## src/design/sasfp_pkg.sv

```systemverilog
`default_nettype none

package sasfp_pkg;

    // link byte codes
    localparam logic [7:0] LeadData = 8'h96;
    localparam logic [7:0] AckLow   = 8'hAC;
    localparam logic [7:0] AckHigh  = 8'hAF;
    localparam logic [7:0] EndByte  = 8'h8D;

    // frame positions after the lead byte
    localparam logic [3:0] PosSumHigh = 4'd13;
    localparam logic [3:0] PosSumLow  = 4'd14;
    localparam logic [3:0] PosEnd     = 4'd15;

    localparam int NumAxes = 6;
    localparam int QDepth  = 2;
    localparam int QCntW   = $clog2(QDepth + 1);
    localparam int QPtrW   = $clog2(QDepth);

    // commands handed from the classifier to the execution side
    typedef enum logic [2:0] {
        CMD_START_DATA = 3'd0,
        CMD_START_ACK  = 3'd1,
        CMD_AXIS_HIGH  = 3'd2,
        CMD_AXIS_LOW   = 3'd3,
        CMD_SUM_HIGH   = 3'd4,
        CMD_SUM_LOW    = 3'd5,
        CMD_END_DATA   = 3'd6,
        CMD_END_ACK    = 3'd7
    } t_cmd;

    typedef enum logic [1:0] {
        ST_OK       = 2'd0,
        ST_CHECKSUM = 2'd1,
        ST_END_BYTE = 2'd2
    } t_status;

    typedef struct packed {
        t_cmd       cmd;
        logic [2:0] idx;
        logic [7:0] data;
    } t_entry;

    typedef struct packed {
        logic                      kind;
        logic [7:0]                ack_code;
        logic [NumAxes-1:0][13:0]  axis;
        t_status                   status;
    } t_result;

endpackage

`default_nettype wire

```

## src/design/sasfp_front.sv

```systemverilog
`default_nettype none

module sasfp_front (
    input  wire                 i_clk,
    input  wire                 i_rst_n,
    input  wire                 i_valid,
    input  wire  [7:0]          i_byte,
    input  wire                 i_q_full,
    output logic                o_ready,
    output logic                o_push,
    output sasfp_pkg::t_entry   o_entry
);

    logic [3:0] r_pos, n_pos;
    logic       r_kind, n_kind;
    logic       accept;

    assign o_ready = !i_q_full;
    assign accept  = i_valid && o_ready;

    // classify each byte by its place in the response
    always_comb begin
        n_pos         = r_pos;
        n_kind        = r_kind;
        o_push        = 1'b0;
        o_entry.cmd   = sasfp_pkg::CMD_START_DATA;
        o_entry.idx   = 3'd0;
        o_entry.data  = i_byte;
        if (accept) begin
            if (r_pos == 4'd0) begin
                if (i_byte == sasfp_pkg::LeadData) begin
                    o_push      = 1'b1;
                    o_entry.cmd = sasfp_pkg::CMD_START_DATA;
                    n_pos       = 4'd1;
                    n_kind      = 1'b1;
                end else if (i_byte >= sasfp_pkg::AckLow && i_byte <= sasfp_pkg::AckHigh) begin
                    o_push      = 1'b1;
                    o_entry.cmd = sasfp_pkg::CMD_START_ACK;
                    n_pos       = 4'd1;
                    n_kind      = 1'b0;
                end
            end else if (!r_kind) begin
                o_push      = 1'b1;
                o_entry.cmd = sasfp_pkg::CMD_END_ACK;
                n_pos       = 4'd0;
            end else begin
                o_push = 1'b1;
                n_pos  = r_pos + 4'd1;
                priority if (r_pos == sasfp_pkg::PosEnd) begin
                    o_entry.cmd = sasfp_pkg::CMD_END_DATA;
                    n_pos       = 4'd0;
                end else if (r_pos == sasfp_pkg::PosSumLow) begin
                    o_entry.cmd = sasfp_pkg::CMD_SUM_LOW;
                end else if (r_pos == sasfp_pkg::PosSumHigh) begin
                    o_entry.cmd = sasfp_pkg::CMD_SUM_HIGH;
                end else if (r_pos[0]) begin
                    o_entry.cmd = sasfp_pkg::CMD_AXIS_HIGH;
                end else begin
                    o_entry.cmd = sasfp_pkg::CMD_AXIS_LOW;
                    o_entry.idx = r_pos[3:1] - 3'd1;
                end
            end
        end
    end

    always_ff @(posedge i_clk) begin
        if (!i_rst_n) begin
            r_pos  <= 4'd0;
            r_kind <= 1'b0;
        end else begin
            r_pos  <= n_pos;
            r_kind <= n_kind;
        end
    end

endmodule

`default_nettype wire

```

## src/design/sasfp_queue.sv

```systemverilog
`default_nettype none

module sasfp_queue (
    input  wire                 i_clk,
    input  wire                 i_rst_n,
    input  wire                 i_push,
    input  wire sasfp_pkg::t_entry i_entry,
    input  wire                 i_pop,
    output logic                o_full,
    output logic                o_valid,
    output sasfp_pkg::t_entry   o_entry
);

    sasfp_pkg::t_entry                 r_mem [sasfp_pkg::QDepth];
    logic [sasfp_pkg::QPtrW-1:0]       r_wptr, r_rptr;
    logic [sasfp_pkg::QCntW-1:0]       r_count;

    assign o_full  = (r_count == sasfp_pkg::QCntW'(sasfp_pkg::QDepth));
    assign o_valid = (r_count != '0);
    assign o_entry = r_mem[r_rptr];

    // storage
    always_ff @(posedge i_clk) begin
        if (i_push) begin
            r_mem[r_wptr] <= i_entry;
        end
    end

    // pointers and fill count
    always_ff @(posedge i_clk) begin
        if (!i_rst_n) begin
            r_wptr  <= '0;
            r_rptr  <= '0;
            r_count <= '0;
        end else begin
            if (i_push) begin
                r_wptr <= r_wptr + 1'b1;
            end
            if (i_pop) begin
                r_rptr <= r_rptr + 1'b1;
            end
            if (i_push && !i_pop) begin
                r_count <= r_count + 1'b1;
            end else if (i_pop && !i_push) begin
                r_count <= r_count - 1'b1;
            end
        end
    end

    a_no_overfill: assert property (@(posedge i_clk) disable iff (!i_rst_n)
        r_count <= sasfp_pkg::QCntW'(sasfp_pkg::QDepth))
        else $error("queue count above depth");

    a_push_not_full: assert property (@(posedge i_clk) disable iff (!i_rst_n)
        i_push |-> !o_full)
        else $error("push into full queue");

    a_pop_not_empty: assert property (@(posedge i_clk) disable iff (!i_rst_n)
        i_pop |-> o_valid)
        else $error("pop from empty queue");

    a_count_up: assert property (@(posedge i_clk) disable iff (!i_rst_n)
        (i_push && !i_pop) |=> r_count == $past(r_count) + 1'b1)
        else $error("queue count did not grow on push");

endmodule

`default_nettype wire

```

## src/design/sasfp_back.sv

```systemverilog
`default_nettype none

module sasfp_back (
    input  wire                 i_clk,
    input  wire                 i_rst_n,
    input  wire                 i_valid,
    input  wire sasfp_pkg::t_entry i_entry,
    output logic                o_pop,
    output logic                o_res_valid,
    input  wire                 i_res_ready,
    output sasfp_pkg::t_result  o_result
);

    logic [13:0]                       r_sum, n_sum;
    logic [6:0]                        r_high, n_high;
    logic [13:0]                       r_rsum, n_rsum;
    logic [7:0]                        r_ack, n_ack;
    logic [sasfp_pkg::NumAxes-1:0][13:0] r_axis;
    logic                              r_out_valid, n_out_valid;
    sasfp_pkg::t_result                r_res, n_res;
    logic                              is_end;
    logic [13:0]                       byte_ext;

    assign byte_ext = {6'b0, i_entry.data};
    assign is_end   = (i_entry.cmd == sasfp_pkg::CMD_END_DATA) ||
                      (i_entry.cmd == sasfp_pkg::CMD_END_ACK);
    // only a finishing command waits for the output register
    assign o_pop    = i_valid && (!is_end || !r_out_valid || i_res_ready);

    // execute one command
    always_comb begin
        n_sum       = r_sum;
        n_high      = r_high;
        n_rsum      = r_rsum;
        n_ack       = r_ack;
        n_res       = r_res;
        n_out_valid = r_out_valid && !i_res_ready;
        if (o_pop) begin
            unique case (i_entry.cmd)
                sasfp_pkg::CMD_START_DATA: n_sum = byte_ext;
                sasfp_pkg::CMD_START_ACK:  n_ack = i_entry.data;
                sasfp_pkg::CMD_AXIS_HIGH: begin
                    n_sum  = r_sum + byte_ext;
                    n_high = i_entry.data[6:0];
                end
                sasfp_pkg::CMD_AXIS_LOW:   n_sum = r_sum + byte_ext;
                sasfp_pkg::CMD_SUM_HIGH:   n_high = i_entry.data[6:0];
                sasfp_pkg::CMD_SUM_LOW:    n_rsum = {r_high, i_entry.data[6:0]};
                sasfp_pkg::CMD_END_DATA: begin
                    n_out_valid    = 1'b1;
                    n_res.kind     = 1'b1;
                    n_res.ack_code = 8'd0;
                    n_res.axis     = r_axis;
                    if (i_entry.data != sasfp_pkg::EndByte) begin
                        n_res.status = sasfp_pkg::ST_END_BYTE;
                    end else if (r_rsum != r_sum) begin
                        n_res.status = sasfp_pkg::ST_CHECKSUM;
                    end else begin
                        n_res.status = sasfp_pkg::ST_OK;
                    end
                end
                sasfp_pkg::CMD_END_ACK: begin
                    n_out_valid    = 1'b1;
                    n_res.kind     = 1'b0;
                    n_res.ack_code = r_ack;
                    n_res.axis     = '0;
                    n_res.status   = (i_entry.data == sasfp_pkg::EndByte) ?
                                     sasfp_pkg::ST_OK : sasfp_pkg::ST_END_BYTE;
                end
                default: ;
            endcase
        end
    end

    // axis store, written on each low byte
    always_ff @(posedge i_clk) begin
        if (o_pop && i_entry.cmd == sasfp_pkg::CMD_AXIS_LOW) begin
            r_axis[i_entry.idx] <= {r_high, i_entry.data[6:0]};
        end
    end

    // working registers and output register
    always_ff @(posedge i_clk) begin
        r_res <= n_res;
        if (!i_rst_n) begin
            r_sum       <= '0;
            r_high      <= '0;
            r_rsum      <= '0;
            r_ack       <= '0;
            r_out_valid <= 1'b0;
        end else begin
            r_sum       <= n_sum;
            r_high      <= n_high;
            r_rsum      <= n_rsum;
            r_ack       <= n_ack;
            r_out_valid <= n_out_valid;
        end
    end

    assign o_res_valid = r_out_valid;
    assign o_result    = r_res;

endmodule

`default_nettype wire

```

## src/design/six_axis_sensor_frame_parser_core.sv

```systemverilog
// Six-axis sensor link frame parser.
// Input stream: one received link byte per transfer on the s-side
// (i_s_tdata). A 0x96 lead byte opens a 16-byte data frame, a lead byte
// 0xAC..0xAF opens a two-byte acknowledgement, other idle bytes are dropped.
// Output stream: one transfer per finished response; o_m_tuser is the kind
// (1 data frame, 0 acknowledgement), o_m_tdata carries the echoed command,
// the six 14-bit axis values and the status (ok, checksum, end byte).
// A classifier tags each byte with a command and writes it to a two-entry
// queue; an execution side drains one command a cycle into the sum, axis
// and result registers unless a finishing command waits for a stalled
// receiver. One byte per cycle is sustained while results are taken.
// o_m_tvalid rises once the last byte has passed through the queue and the
// output register. When the receiver stalls, the result holds in the output
// register, the execution side stops only at the next finishing command, and
// the queue fills and drops o_s_tready.
// Reset (synchronous, active low) returns the parser to idle and empties
// the queue and output register.
`default_nettype none

module six_axis_sensor_frame_parser_core (
    input  wire         i_clk,
    input  wire         i_rst_n,
    input  wire         i_s_tvalid,
    output logic        o_s_tready,
    input  wire  [7:0]  i_s_tdata,   // rx_byte
    output logic        o_m_tvalid,
    input  wire         i_m_tready,
    output logic [95:0] o_m_tdata,   // ack_code, axis_x, axis_y, axis_z, axis_a,
                                     // axis_b, axis_c, status, zero pad
    output logic        o_m_tuser    // kind
);

    logic               q_push, q_pop, q_full, q_valid;
    sasfp_pkg::t_entry  push_entry, pop_entry;
    sasfp_pkg::t_result result;

    sasfp_front u_front (
        .i_clk    (i_clk),
        .i_rst_n  (i_rst_n),
        .i_valid  (i_s_tvalid),
        .i_byte   (i_s_tdata),
        .i_q_full (q_full),
        .o_ready  (o_s_tready),
        .o_push   (q_push),
        .o_entry  (push_entry)
    );

    sasfp_queue u_queue (
        .i_clk    (i_clk),
        .i_rst_n  (i_rst_n),
        .i_push   (q_push),
        .i_entry  (push_entry),
        .i_pop    (q_pop),
        .o_full   (q_full),
        .o_valid  (q_valid),
        .o_entry  (pop_entry)
    );

    sasfp_back u_back (
        .i_clk       (i_clk),
        .i_rst_n     (i_rst_n),
        .i_valid     (q_valid),
        .i_entry     (pop_entry),
        .o_pop       (q_pop),
        .o_res_valid (o_m_tvalid),
        .i_res_ready (i_m_tready),
        .o_result    (result)
    );

    // pack the result fields, lowest first
    assign o_m_tuser = result.kind;
    assign o_m_tdata = {2'b00, result.status,
                        result.axis[5], result.axis[4], result.axis[3],
                        result.axis[2], result.axis[1], result.axis[0],
                        result.ack_code};

endmodule

`default_nettype wire

```

## config.mk

```make
export PLATFORM = sky130hd
export DESIGN_NAME = six_axis_sensor_frame_parser_core
export DESIGN_NICKNAME = d
export VERILOG_FILES = /design/src/design/sasfp_pkg.sv /design/src/design/sasfp_front.sv /design/src/design/sasfp_queue.sv /design/src/design/sasfp_back.sv /design/src/design/six_axis_sensor_frame_parser_core.sv
export SDC_FILE = /design/constraint.sdc
export NUM_CORES = 1
export LEC_CHECK = 0
export BUFFER_PORTS_ARGS = -buffer_cell sky130_fd_sc_hd__buf_2
export CAP_MARGIN = 20
export CORE_ASPECT_RATIO = 1.5
export CORE_MARGIN = 2
export CORE_UTILIZATION = 40
export CTS_CLUSTER_DIAMETER = 200
export DETAILED_ROUTE_END_ITERATION = 16
export SLEW_MARGIN = 0
export SYNTH_ARGS = -nofsm -noshare
export SYNTH_HDL_FRONTEND = slang
export SYNTH_SLANG_ARGS = --single-unit
```

## constraint.sdc

```tcl
create_clock -name i_clk -period 8.7 [get_ports i_clk]
set_input_delay 0.435 -clock i_clk [delete_from_list [all_inputs] [get_ports i_clk]]
set_output_delay 0.435 -clock i_clk [all_outputs]
set_load 0.005 [all_outputs]
```

==> After elaboration in Yosys (flattened, before gate mapping) <==
Memories as Yosys holds them, arrays and structs flattened. A register that Yosys moved wholly into a read port is not among the register bits.
Index checks and enable logic that the tools add are counted.
{ "op_classes": {"addsub": 7, "n_lt_le_gt_ge": 4, "n_eq_ne": 16, "n_mux": 42, "n_reduce_logical": 34} }
{ "ops": {"columns": ["operator", "count"], "rows": [
  ["95-bit one-hot mux with 2 select lines", 1],
  ["84-bit bitwise mux", 1],
  ["14-bit demux with 3-bit select", 1],
  ["3-bit 2-to-1 mux", 12],
  ["14-bit one-hot mux with 2 select lines", 1],
  ["4-bit 2-to-1 mux", 5],
  ["8-bit == test (second input constant)", 2],
  ["1-bit 2-to-1 mux", 15],
  ["14-bit by 8-bit adder with 14-bit output", 1],
  ["14-bit 2-to-1 mux", 1],
  ["14-bit != test", 1],
  ["3-bit == test (second input constant)", 4],
  ["4-bit == test (second input constant)", 3],
  ["2-bit AND reduction", 6],
  ["2-bit nonzero test", 5],
  ["8-bit greater-or-equal comparator (second input constant)", 1],
  ["8-bit less-or-equal comparator (second input constant)", 1],
  ["1-bit logical AND", 8],
  ["2-bit 2-to-1 mux", 4],
  ["8-bit != test (second input constant)", 1],
  ["3-bit by 2-bit == test with 1-bit output (second input constant)", 2],
  ["1-bit logical NOT", 6],
  ["6-bit 2-to-1 mux", 1],
  ["2-bit OR reduction", 3],
  ["14 further kinds", 17]
]} }
{ "word_totals": {"ff_bits": 232, "ramBits": 28, "inputBits": 12, "out_inout_bits": 99, "wordCells": 129, "n_memories": 1} }
{ "mem_list": {"columns": ["memory", "words", "width", "rd", "rd_clocked_by_memory_dff", "write_ports", "line", "rtl"], "rows": [
  ["u_queue.r_mem", 2, 14, 1, 1, 1, "sasfp_queue.sv:14", "sasfp_pkg::t_entry r_mem [sasfp_pkg::QDepth];"]
]} }

==> Longest topological paths before layout <==
{ "depth": {"word_depth": 10, "mapped_depth": 11, "mapped_depth_nobuf": 9} }

==> Modules after synthesis <==
From an unflattened synthesis, not the netlist that was laid out.
{ "unflattened": {"hier_cells": 688, "area_unflattened_um2": 10258.6} }
{ "by_module_without_submodules": {"columns": ["module", "n_inst", "cells_each", "area_per_inst_um2", "seq_area_each_um2"], "rows": [
  ["sasfp_back", 1, 552, 8458.1, 6256.0],
  ["sasfp_queue", 1, 65, 1227.4, 940.9],
  ["sasfp_front", 1, 68, 554.3, 100.1],
  ["six_axis_sensor_frame_parser_core", 1, 3, 18.8, 0.0]
]} }

==> Least setup slack after synthesis <==
OpenSTA, ideal clock, no wires.
{ "synth_path": {"kind": "reg-to-reg", "from": "memory u_queue.r_mem[0][13] (netlist bit)", "to": "register u_back.r_res, in the netlist u_back.o_result[0] (enable)", "setup_ns": 0.550, "arrival_ns": 4.933, "required_time_ns": 8.150, "path_slack_ns": 3.217, "path_stages_with_launch": 6, "n_path_buf": 1, "period_less_slack_ns": 5.483, "cell_sequence": "edfxtp_1 -> nand3b_4 -> a21oi_2 -> or2_0 -> buf_2 -> nor2_1"} }
{ "synth_lines": {"columns": ["element", "line", "rtl"], "rows": [
  ["start: declaration", "sasfp_queue.sv:14", null],
  ["end signal: assignment", "sasfp_back.sv:84", "r_res <= n_res;"],
  ["end: declaration", "sasfp_back.sv:20", "sasfp_pkg::t_result r_res, n_res;"]
]} }

==> impl_metrics.env <==
export IMPL_outcome="complete, no violations"
export IMPL_arrival_ns=4.15
export IMPL_worstSetupStartpointType="flop"
export IMPL_cts_sinks=261
export IMPL_path_cells="mux2i_1, inv_1, ha_1, fa_1, a211oi_1, o21ai_0, a31oi_1, or4_1, a21oi_1"
export IMPL_final_hold_violation_count=0
export IMPL_setup_viol=0
export IMPL_antenna_found_initial=0
export IMPL_fin_total_pwr_uw=3120
export IMPL_path_delay_family="compound AO/OA/AOI/OAI gates"
export IMPL_ys_top_cells_by_area="edfxtp_1, dfxtp_1, nor2b_1, ha_1, o211a_1"
export IMPL_cts_root_buffer="clkbuf_16"
export IMPL_synthCells=711
export IMPL_holdWs_ns=0.135
export IMPL_cts_hold_buffers=0
export IMPL_cp_max_fo=27
export IMPL_path_buf_inv=1
export IMPL_min_to="u_queue.r_mem[1][6]$_DFFE_PP_"
export IMPL_grt_usage_pct=14.8
export IMPL_clk_latency_ns=0.50
export IMPL_finalSetupTns_ns=0
export IMPL_max_freq_mhz=264
export IMPL_place_inst=1122
export IMPL_rows=71
export IMPL_r2r_end="u_back.r_sum[12]$_SDFFE_PN0P_"
export IMPL_ys_ff_latch=261
export IMPL_n_antenna_cell=0
export IMPL_synth_edf_count=207
export IMPL_grt_pass1_wl_um=30800
export IMPL_core_area_um2=25100
export IMPL_synth_cell_types=66
export IMPL_final_common_cell="edfxtp_1"
export IMPL_h_tree_depth=1
export IMPL_drv_slew=0
export IMPL_clock_skew_ns=0.00767
export IMPL_ys_seq_area_share_pct=71.1
export IMPL_antenna_left=0
export IMPL_routabilityCongestion=0.790
export IMPL_syn_area_um2=10300
export IMPL_initial_core_util_pct=40.8
export IMPL_drt_wl_total_um=20000
export IMPL_reg2reg_depth=9
export IMPL_ir_drop_v=0.000154
export IMPL_yosysTopAreaCellShare_pct=60.6
export IMPL_clkTransAtPathRegs_ns=0.06
export IMPL_drc=0
export IMPL_min_period_ns=3.78
export IMPL_worstPathRequired_ns=9.07
export IMPL_slowest_stage="dfxtp_1"
export IMPL_synth_top_area_cell="edfxtp_1"
export IMPL_final_cell_count_no_fill=1170
export IMPL_wl_per_cell_um=17.1
export IMPL_die_w_um=135
export IMPL_dp_hpwl_um=14000
export IMPL_synth_area_per_cell_um2=14.4
export IMPL_fin_util_pct=47.9
export IMPL_crit_type="flop to flop"
export IMPL_ys_async_sr_fraction_pct=0
export IMPL_postCtsResizedCells=0
export IMPL_endpoint_kind="flop"
export IMPL_slew_headroom_pct=31.2
export IMPL_power_density_nw_per_um2=260
export IMPL_clk_path_buf_depth=3
export IMPL_layout_nets=854
export IMPL_rsz0062_at_grt="false"
export IMPL_grt_ovfl_total=0
export IMPL_hp_start="i_s_tdata[6]"
export IMPL_ys_flop_type="edfxtp_1"
export IMPL_whs_path_depth=1
export IMPL_die_h_um=200
export IMPL_num_vias=5739
export IMPL_hp_class="input port to flop"
export IMPL_layout_common_cells="edfxtp_1, buf_2, nor2b_1, dfxtp_1, nand2_1"
export IMPL_worst_slew_pin_slew_ns=1.03
export IMPL_post_cts_buffers=0
export IMPL_drive_above_1_share_pct=21.0
export IMPL_first_pass_iters=5
export IMPL_p_leak_uw=0.00448
export IMPL_grt_pass1_vias=5629
export IMPL_die_area_um2=27000
export IMPL_yosysWarnings=0
export IMPL_slowest_delay_ns=1.00
export IMPL_maxCapViolations=0
export IMPL_syn_to_final_growth_pct=17.3
export IMPL_rrSetupSlack_ns=4.92
export IMPL_io_pins=111
export IMPL_drt_initial_drc_count=266
export IMPL_grt_max_degree=95
export IMPL_cts_made_buffers=24
export IMPL_io_buffers=108
export IMPL_via_per_inst=4.91
export IMPL_cts_tree="yes"
export IMPL_timing_final_crit_share_pct=43.5
worst register-to-register path: cells and delay by family, from the launching register on:
family	cells	cell delay [ns]
muxes	1	0.47
adders and majority gates	2	0.73
DFF	1	1.00
buffers and inverters	1	0.23
AOI/OAI and AO/OA	4	1.05
and+or+nand+nor	1	0.18
sequential cells by signal, summed over array words and instances (netlist names), 2 cells and up, named ones only:
register,flops
u_back.r_axis,84
u_queue.r_mem,28
u_back.r_rsum,14
u_back.r_ack,8
u_front.r_pos,4
u_queue.r_count,2
u_back.r_sum,14
u_back.o_result,95
u_back.r_high,7
cell usage after synthesis, types with 13 or more instances:
cell	number
edfxtp_1	207
inv_1	16
clkbuf_1	19
and2_1	16
dfxtp_1	54
nand2_1	40
xnor2_1	13
nor2b_1	95
a21oi_1	15
ha_1	16
nor2_1	21
o211a_1	20
nand3_1	14
o21ai_0	20
mux2i_1	17
nor3_1	15
logic make-up after synthesis:
logic type / share of synthesized area [%]
XOR/XNOR: 1.88
AND/OR/NAND/NOR: 13.3
other: 0.0366
adder cells (fa/ha/maj): 2.15
buffers and inverters: 2.18
AO/OA/AOI/OAI: 7.49
multiplexers: 1.88
flip-flops: 71.1
power breakdown:
group / leakage, uW / switching, uW / internal [uW] / total [uW]
clock: 0.000396 / 432 / 625 / 1060
sequential: 0.00234 / 75.3 / 1510 / 1590
combinational: 0.00174 / 303 / 175 / 478
total: 0.00448 / 811 / 2310 / 3120
stage by stage:
stage | cell area (um2) | setup slack, ns
4_1_cts | 12000 | 4.87
5_1_grt | 12000 | 4.59
2_1_floorplan | 10300 | 3.22
6_report | 12000 | 4.92
3_3_place_gp | 11200 | 5.01
3_5_place_dp | 11200 | 4.91
final cells by class:
type / count / area (um2)
clock buffers: 28 / 647
clock inverters: 15 / 164
fillers: 2179 / 13100
inverters: 16 / 60.1
multi-input cells: 401 / 2790
flip-flops and latches: 261 / 7300
well taps: 328 / 410
repair buffers: 121 / 659
worst max path at each step:
stage	start	to	slack [ns]	cells past startpoint
final	flop	u_back.r_sum[12]$_SDFFE_PN0P_	4.92	9
after global routing	flop	u_back.r_sum[10]$_SDFFE_PN0P_	4.59	9
after CTS	flop	u_back.r_sum[12]$_SDFFE_PN0P_	4.87	9
after detailed placement	flop	u_back.r_sum[12]$_SDFFE_PN0P_	4.91	9
after global placement	flop	u_back.r_sum[12]$_SDFFE_PN0P_	5.01	9
after floorplan	u_queue.r_mem[0][13]$_DFFE_PP_	u_back.o_result[0]$_SDFFCE_PP0P_	3.22	5
layer usage:
| metal | wire length [um] | vias to the layer above | global-route usage, % |
|---|---|---|---|
| met3 | 893 | 35 | 2.30 |
| li1 | - | 2840 | - |
| met1 | 7790 | 2717 | 16.6 |
| met5 | 0 | - | 0 |
| met4 | 758 | 0 | 6.24 |
| met2 | 10600 | 147 | 27.3 |
(Power assumes the default switching activity.)
